$ cat src/hdl/tilalu_pkg.sv
`timescale 1ns / 1ps
// ----------------------------------------------------------------------------
// tilalu_pkg
// Shared types, opcodes and the type-mask helper function of the typed IL integer ALU.
// ----------------------------------------------------------------------------
package tilalu_pkg;

	localparam int DW         = 64;
	localparam int HW         = DW / 2;
	localparam int DIV_STAGES = DW;
	// Levels from the second arithmetic register to the divider output register.
	localparam int SIDE_DELAY = DIV_STAGES - 1;

	typedef enum logic [3:0] {
		OP_AND = 4'd0,
		OP_OR  = 4'd1,
		OP_XOR = 4'd2,
		OP_ADD = 4'd3,
		OP_SUB = 4'd4,
		OP_MUL = 4'd5,
		OP_DIV = 4'd6,
		OP_GT  = 4'd7,
		OP_GE  = 4'd8,
		OP_EQ  = 4'd9,
		OP_NE  = 4'd10,
		OP_LT  = 4'd11,
		OP_LE  = 4'd12
	} op_t;

	localparam logic [2:0] TYPE_BOOL  = 3'd0;
	localparam logic [2:0] TYPE_BYTE  = 3'd1;
	localparam logic [2:0] TYPE_WORD  = 3'd2;
	localparam logic [2:0] TYPE_DWORD = 3'd3;

	typedef struct packed {
		logic [3:0]    func;
		logic          is_bool;
		logic [DW-1:0] mask;
	} ctrl_t;

	function automatic logic [DW-1:0] type_mask(input logic [2:0] dtype);
		logic [DW-1:0] m;
		unique case (dtype)
			TYPE_BYTE:  m = DW'(64'hFF);
			TYPE_WORD:  m = DW'(64'hFFFF);
			TYPE_DWORD: m = DW'(64'hFFFF_FFFF);
			default:    m = '1;
		endcase
		return m;
	endfunction

endpackage

$ cat src/hdl/tilalu_prep.sv
`timescale 1ns / 1ps
// ----------------------------------------------------------------------------
// tilalu_prep
// First stage: applies the negate modifier and cuts both operands to the type.
// ----------------------------------------------------------------------------
module tilalu_prep import tilalu_pkg::*; (
	input  logic          clk,
	input  logic          en,
	input  logic [3:0]    func,
	input  logic          negate_b,
	input  logic [2:0]    data_type,
	input  logic [DW-1:0] operand_a,
	input  logic [DW-1:0] operand_b,
	output logic [DW-1:0] a_s1,
	output logic [DW-1:0] b_s1,
	output ctrl_t         ctrl_s1
);

	logic [DW-1:0] a_c, b_c, b_n, m;
	logic          is_bool;

	always_comb begin
		is_bool = (data_type == TYPE_BOOL);
		m       = type_mask(data_type);
		b_n     = negate_b ? ~operand_b : operand_b;
		if (is_bool) begin
			// A bool operand is its truth value; negation is the logical inverse.
			a_c = DW'(|operand_a);
			b_c = DW'((|operand_b) ^ negate_b);
		end else begin
			a_c = operand_a & m;
			b_c = b_n & m;
		end
	end

	always_ff @(posedge clk) begin
		if (en) begin
			a_s1    <= a_c;
			b_s1    <= b_c;
			ctrl_s1 <= '{func: func, is_bool: is_bool, mask: m};
		end
	end

endmodule

$ cat config.mk
export PLATFORM = sky130hd
export DESIGN_NAME = tilalu_prep
export DESIGN_NICKNAME = d
export VERILOG_FILES = /design/src/hdl/tilalu_pkg.sv /design/src/hdl/tilalu_prep.sv
export SDC_FILE = /design/constraint.sdc
export NUM_CORES = 1
export LEC_CHECK = 0
export BUFFER_PORTS_ARGS = -buffer_cell sky130_fd_sc_hd__clkbuf_2
export CORE_MARGIN = 10
export CORE_UTILIZATION = 50
export CTS_BUF_LIST = sky130_fd_sc_hd__clkbuf_2 sky130_fd_sc_hd__clkbuf_4 sky130_fd_sc_hd__clkbuf_8
export DETAILED_ROUTE_END_ITERATION = 10
export GPL_TIMING_DRIVEN = 1
export HOLD_SLACK_MARGIN = 0.03
export MAX_ROUTING_LAYER = met4
export PLACE_DENSITY = 0.88
export SLEW_MARGIN = 20
export SYNTH_ARGS = -nofsm -noshare
export SYNTH_HDL_FRONTEND = slang
export SYNTH_SLANG_ARGS = --single-unit
$ cat constraint.sdc
create_clock -name clk -period 3.5 [get_ports clk]
set_input_delay 0.175 -clock clk [delete_from_list [all_inputs] [get_ports clk]]
set_output_delay 0.175 -clock clk [all_outputs]
set_load 0.01 [all_outputs]
==> results of run 1 <==
sequential cells by signal, indices dropped and copies added, names as in the netlist:
| name | cells |
|---|---|
| ctrl_s1 | 8 |
| a_s1 | 64 |
| b_s1 | 64 |
synth_stat cells:
cell type / count
nand3_1: 1
a21o_1: 1
nor3_2: 1
nand2_1: 1
or4_1: 2
nor4_1: 29
conb_1: 1
nand4_1: 7
nand2_2: 1
nor2b_1: 31
nor3_1: 1
nor4_2: 2
buf_4: 61
o21bai_1: 1
clkbuf_1: 13
xor2_1: 33
a21oi_1: 1
edfxtp_1: 136
buf_2: 6
nand2b_1: 1
and2_1: 64
nor2_1: 32
xnor2_1: 32
o22ai_2: 1
logic make-up after synthesis:
family	after synthesis	synth area share, %
flip-flops	136	65.4
AND/OR/NAND/NOR	173	16.3
AO/OA/AOI/OAI	4	0.521
buffers and inverters	80	8.60
other	1	0.0601
XOR/XNOR	65	9.12
metrics by stage:
| step | util, % | worst slack, ns | total power [W] | instances | area (µm²) |
|---|---|---|---|---|---|
| 6_report | 69.7 | 1.39 | 0.00420 | 954 | 8440 |
| 5_1_grt | 69.7 | 1.39 | 0.00436 | 953 | 8440 |
| 4_1_cts | 69.6 | 1.44 | 0.00422 | 949 | 8420 |
| 3_5_place_dp | 63.1 | 1.51 | 0.00271 | 885 | 7640 |
| 3_3_place_gp | 63.1 | 1.48 | 0.00269 | 885 | 7640 |
| 2_1_floorplan | - | 2.01 | 0.00239 | 466 | 6270 |
routing by layer:
| layer | vias to the layer above | routed length, µm | global-route usage, % | part of all wire, % |
|---|---|---|---|---|
| li1 | 2162 | - | - | - |
| met2 | 277 | 10900 | 41.2 | 55 |
| met5 | - | 0 | - | 0 |
| met4 | 0 | 834 | 12.0 | 4.2 |
| met3 | 53 | 1690 | 8.77 | 8.4 |
| met1 | 2198 | 6560 | 20.5 | 33 |
path summary, 6_finish.rpt:
| kind | from | to | cells after the start |
|---|---|---|---|
| setup / recovery | operand_a[45] | a_s1[0] | 6 |
| hold / removal | operand_a[2] | a_s1[2] | 2 |
cell type report:
type | instances | area share, %
sequential | 136 | 48.4
tap | 168 | 2.49
clock inverter | 14 | 2.65
timing repair buffer | 364 | 23.9
clock buffer | 18 | 2.86
antenna | 4 | 0.119
multi-input combinational | 250 | 19.6
critical path, cell delays in order:
cell and delay [ns]:
dlygate4sd3_1 0.56, clkbuf_2 0.12, nor4_1 0.49, nand4_1 0.30, or4_1 0.48, a21o_1 0.19
cell usage in the layout, fill, tap and decap left out:
master,count
nor4_2,2
nor4_1,29
buf_4,6
clkbuf_8,17
buf_12,1
nand2b_1,1
xnor2_1,32
clkinv_4,4
clkinvlp_4,4
dlygate4sd3_1,33
clkbuf_2,324
nor2b_1,31
nand3_1,1
diode_2,4
nor2_1,32
nor3_1,1
clkbuf_4,1
bufinv_16,5
inv_6,1
nor3_4,1
nand2_1,1
or4_1,2
nand2_2,1
o22ai_2,1
edfxtp_1,136
o21bai_1,1
nand4_1,7
a21oi_2,1
and2_1,64
conb_1,8
xor2_1,33
a21o_1,1
power by group:
group / leakage (nW) / internal, W / switching [W]
clock network: 0.219 / 0.000862 / 0.000637
logic: 2.11 / 0.000290 / 0.000388
registers: 1.32 / 0.00196 / 0.0000583
total: 3.65 / 0.00311 / 0.00108
what timing repair did:
item | CTS | global route
endpoints found under the setup margin | 0 | 0
hold buffers | 32 | 1
endpoints found under the hold margin | 32 | 1
==> impl_results.md, run 1 <==
* Status: finished, final reports clean
* Number of port buffers at 326
* Filler cells at 891
* Max frequency at 474 MHz
* Sink Count at 136
* Clock Tree Root: clkbuf_8
* # nets final at approximately 900
* DIE WIDTH at 132 µm
* Die height at 132 µm
* Setup CP Type: input port to flop
* Area of the core at 12100 µm²
* HPWL Detailed at between 15000 and 20000 µm
* Critical path arrival at 2.31 ns
* DRC at 0
* Clock transition at path regs at 0.08 ns
* Post CTS Setup Buffer Count at 0
* Cell area power density at 497 nW/µm²
* Unrepaired setup endpoints after global routing: no
* Max_cap viols at 0
* Worst Tran Pin Value at roughly 0.99 ns
* Row count at 40
* Yosys Warn Count at 0
* Initial antenna violation count at 3
* Crit-path max FO at 2
* IO Count at 335
* Slew Limit Fails at 0
* Register Area at 4080 µm²
* CTS H-Tree Depth at 4
* DR vias at around 4.7k
* Largest cells by area after synthesis: edfxtp_1 65%, buf_4 7.3%, and2_1 6.4%
* Distinct cells, synth at 24
* Gr usage total at 23.0%
* Antenna Nets Post-Route at 0
* Critical path required time at 3.70 ns
* Count of final hold-check violations at 0
* Worst hold slack at 0.0573 ns
* Area fraction of the dominant cell type after synthesis at about 65%
* Seq cells post-synth at 136
* Synth Instances at 459
* Cell leakage power at 3.65 nW
* Setup violators final at 0
* Area leader, netlist: edfxtp_1
* Largest net degree at the start of global routing at 72
* Share of cells above drive strength 1 at a little under half
* Critical Path End Type: flop
* Sequential share of the synthesized area at 65.4%
* Syn_area_per_cell at between 10 and 15 µm²
* Vias in the first global route at 5174
* Fin crit period at roughly 2.1 ns
* CTS tree: yes
* Initial core utilization at 51.5%
* Footprint of the multi-input gates at 1660 µm²
* CTS Buffer Depth at 2
* Normalized max-slew margin at between 30% and 40%
* Sum Neg Setup Slack at 0 ns
* Final Wtd Congestion at 0.895
* Post-CTS Resized at 0
* Hold Crit Class: input port to flop
* Maximum vdd drop at 0.299 mV
* First-pass DRT Iterations at 4
* Routed length per instance at 21.0 µm
* Area grow syn2layout at 35.3%
* Congestion Overflow GR at 0
* DR iter-0 viols at 240
* Die area at approximately 17000 µm²
* Worst setup SP type: input port
* First-pass GRT wire length at between 20000 and 30000 µm
* Via-per-instance ratio at 4.92
* Total CTS buffers at 17
* Final WL at 20000 µm
* Tcrit/Tclk final at 60.3%
* Area of the mapped netlist at between 6000 and 7000 µm²
No activity file was read; power rests on OpenSTA's default activity.
==> run 2: changes to the inputs <==
Settings changed: CORE_UTILIZATION 50 to 47, PLACE_DENSITY 0.88 to 0.83.
Clock period 3.5 ns to 2.1 ns, I/O delays scaled along.
==> run 2 against run 1 <==
Clock power up 62%. Critical endpoint unchanged. Combinational power up 84%. Non-clock buffer count up 71. Largest power group unchanged. Critical path depth up 1. Setup slack worse by 1.3 ns. Critical path type unchanged. Routed wire length up 4.4%. Via count up 5.9%. Total power up 68%. Sequential share of layout area down 3.9 points. Global-route usage down 0.13 points. Die area up 5.4%.
==> impl_results.md, run 2 (synthesis gave the netlist of run 1 again) <==
* Setup CP Type: input port to flop
* Clock Tree Root: clkbuf_8
* Vias in the first global route at 5332 (+3.1%)
* CTS H-Tree Depth at 4 (unchanged)
* Seq pwr share at 47.8% (-0.3 points)
* Status: finished, final reports clean
* Worst setup SP type: input port
* Routed length per instance at 20.2 µm (-3.9%)
* HPWL Detailed at 14900 µm (-2.7%)
* Total CTS buffers at 17 (unchanged)
* Area of the core at 13100 µm² (+8.5%)
* Max_cap viols at 0 (unchanged)
* Largest net degree at the start of global routing at 68 (-5.6%)
* Row count at 42 (+5.0%)
* Fin crit period at 1.98 ns
* Maximum vdd drop at 0.520 mV (+74%)
* Sum Neg Setup Slack at 0 ns (unchanged)
* Crit-path max FO at 2 (unchanged)
* Clock transition at path regs at 0.08 ns (about the same)
* DR vias at 4966 (+5.9%)
* Filler cells at 944 (+5.9%)
* Critical Path End Type: flop
* Share of cells above drive strength 1 at 43.6% (-3.6 points)
* Final WL at 20900 µm (+4.4%)
* Internal Power at 0.00526 W (+69%)
* Count of final hold-check violations at 0 (unchanged)
* First-pass GRT wire length at 30200 µm (+2.1%)
* Tcrit/Tclk final at a little over nine tenths
* Normalized max-slew margin at 49.1% (+15 points)
* Net Sw Frac at 25.3% (-0.53 points)
* Clk pwr share at 34.5% (-1.2 points)
* Die area at 18300 µm² (+5.4%)
* Final Wtd Congestion at 0.897 (+0.18%)
* DIE WIDTH at 135 µm (+2.7%)
* Post-CTS Resized at 0 (unchanged)
* Antenna Nets Post-Route at 0 (unchanged)
* Max frequency at roughly 510 MHz
* CTS tree: yes
* Cell area power density at 767 nW/µm² (+54%)
* Initial antenna violation count at 6 (+3)
* Area grow syn2layout at 47.1%
* Via-per-instance ratio at 4.79 (-2.6%)
* Commonest non-fill, non-tap cells in the layout: 324 x clkbuf_2, 136 x edfxtp_1, 98 x dlygate4sd3_1
* DRC at 0 (unchanged)
* IO Count at 335 (unchanged)
* Number of port buffers at 326 (unchanged)
* Critical path required time at 2.31 ns (-1.39 ns)
* CTS Buffer Depth at 2 (unchanged)
* Initial core utilization at 47.5% (-4.0 points)
* Post-Route Utilization at 69.9% (+0.16 points)
* Congestion Overflow GR at 0 (unchanged)
* Die height at 135 µm (+2.7%)
* Critical path arrival at 2.19 ns (-0.12 ns)
* Combinational power share at 17.8% (+1.6 points)
* Sink Count at 136 (unchanged)
* Unrepaired setup endpoints after global routing: no
* DR iter-0 viols at 265 (+10%)
* Sw power at 0.00178 W (+64%)
* Cell leakage power at 3.96 nW (+8.7%)
* Worst Tran Pin Value at 0.763 ns (-0.228 ns)
* # nets final at 978 (+7.8%)
* Largest regs: a_s1 x64, b_s1 x64, ctrl_s1 x8
* Hold Crit Class: input port to flop
* Setup violators final at 0 (unchanged)
* Slew Limit Fails at 0 (unchanged)
* Gr usage total at 22.8% (-0.13 points)
* First-pass DRT Iterations at 4 (unchanged)
* Commonest non-fill, non-tap cell in the layout: clkbuf_2
==> run 2: stage by stage <==
stage	setup slack, ns	area, µm²	hold slack, ns	power, W	instances
floorplan	0.680	6270	0.204	0.00398	466
global placement	0.117	7730	0.283	0.00449	899
detailed placement	0.167	7730	0.284	0.00452	899
CTS	0.0585	9150	0.0330	0.00706	1028
global route	0.0757	9180	0.0400	0.00733	1035
finish	0.120	9180	0.0412	0.00704	1037
==> run 2: path summary, 6_finish.rpt <==
kind	startpoint	cells after the start	endpoint
worst max-delay path	operand_a[62]	7	a_s1[0]
worst min-delay path	operand_b[14]	3	b_s1[14]
==> run 2: final cells by class <==
| type | instances | area, µm² | area share [%] |
|---|---|---|---|
| Clock inverter | 14 | 204 | 2.22 |
| Clock buffer | 18 | 241 | 2.63 |
| Antenna cell | 8 | 20.0 | 0.218 |
| Timing Repair Buffer | 435 | 2750 | 30.0 |
| Sequential cell | 136 | 4080 | 44.5 |
| Tap cell | 176 | 220 | 2.40 |
| Multi-Input combinational cell | 250 | 1660 | 18.1 |
==> run 2: repair_timing <==
item / CTS / global route
hold buffers: 97 / 1
buffers inserted: 0 / 0
endpoints found under the hold margin: 97 / 1
==> run 2: per-layer routing <==
layer | vias to the layer above | routed length, µm | track usage (%)
li1 | 2316 | - | -
met1 | 2327 | 6480 | 20.4
met2 | 268 | 11400 | 40.6
met3 | 55 | 2190 | 8.94
met4 | 0 | 852 | 12.3
met5 | - | 0 | -
==> run 2: power by group through the flow <==
stage / combinational (W) / sequential (W) / clock [W]
floorplan: 0.000435 / 0.00355 / 0
global placement: 0.00108 / 0.00341 / 0
detailed placement: 0.00110 / 0.00342 / 0
CTS: 0.00125 / 0.00336 / 0.00244
global route: 0.00136 / 0.00339 / 0.00259
finish: 0.00125 / 0.00336 / 0.00243
==> run 2: critical path: stages <==
cell and delay [ns]:
dlygate4sd3_1 0.56, clkbuf_2 0.12, nor4_1 0.34, buf_4 0.17, nand4_1 0.14, or4_1 0.56
a21o_1 0.19
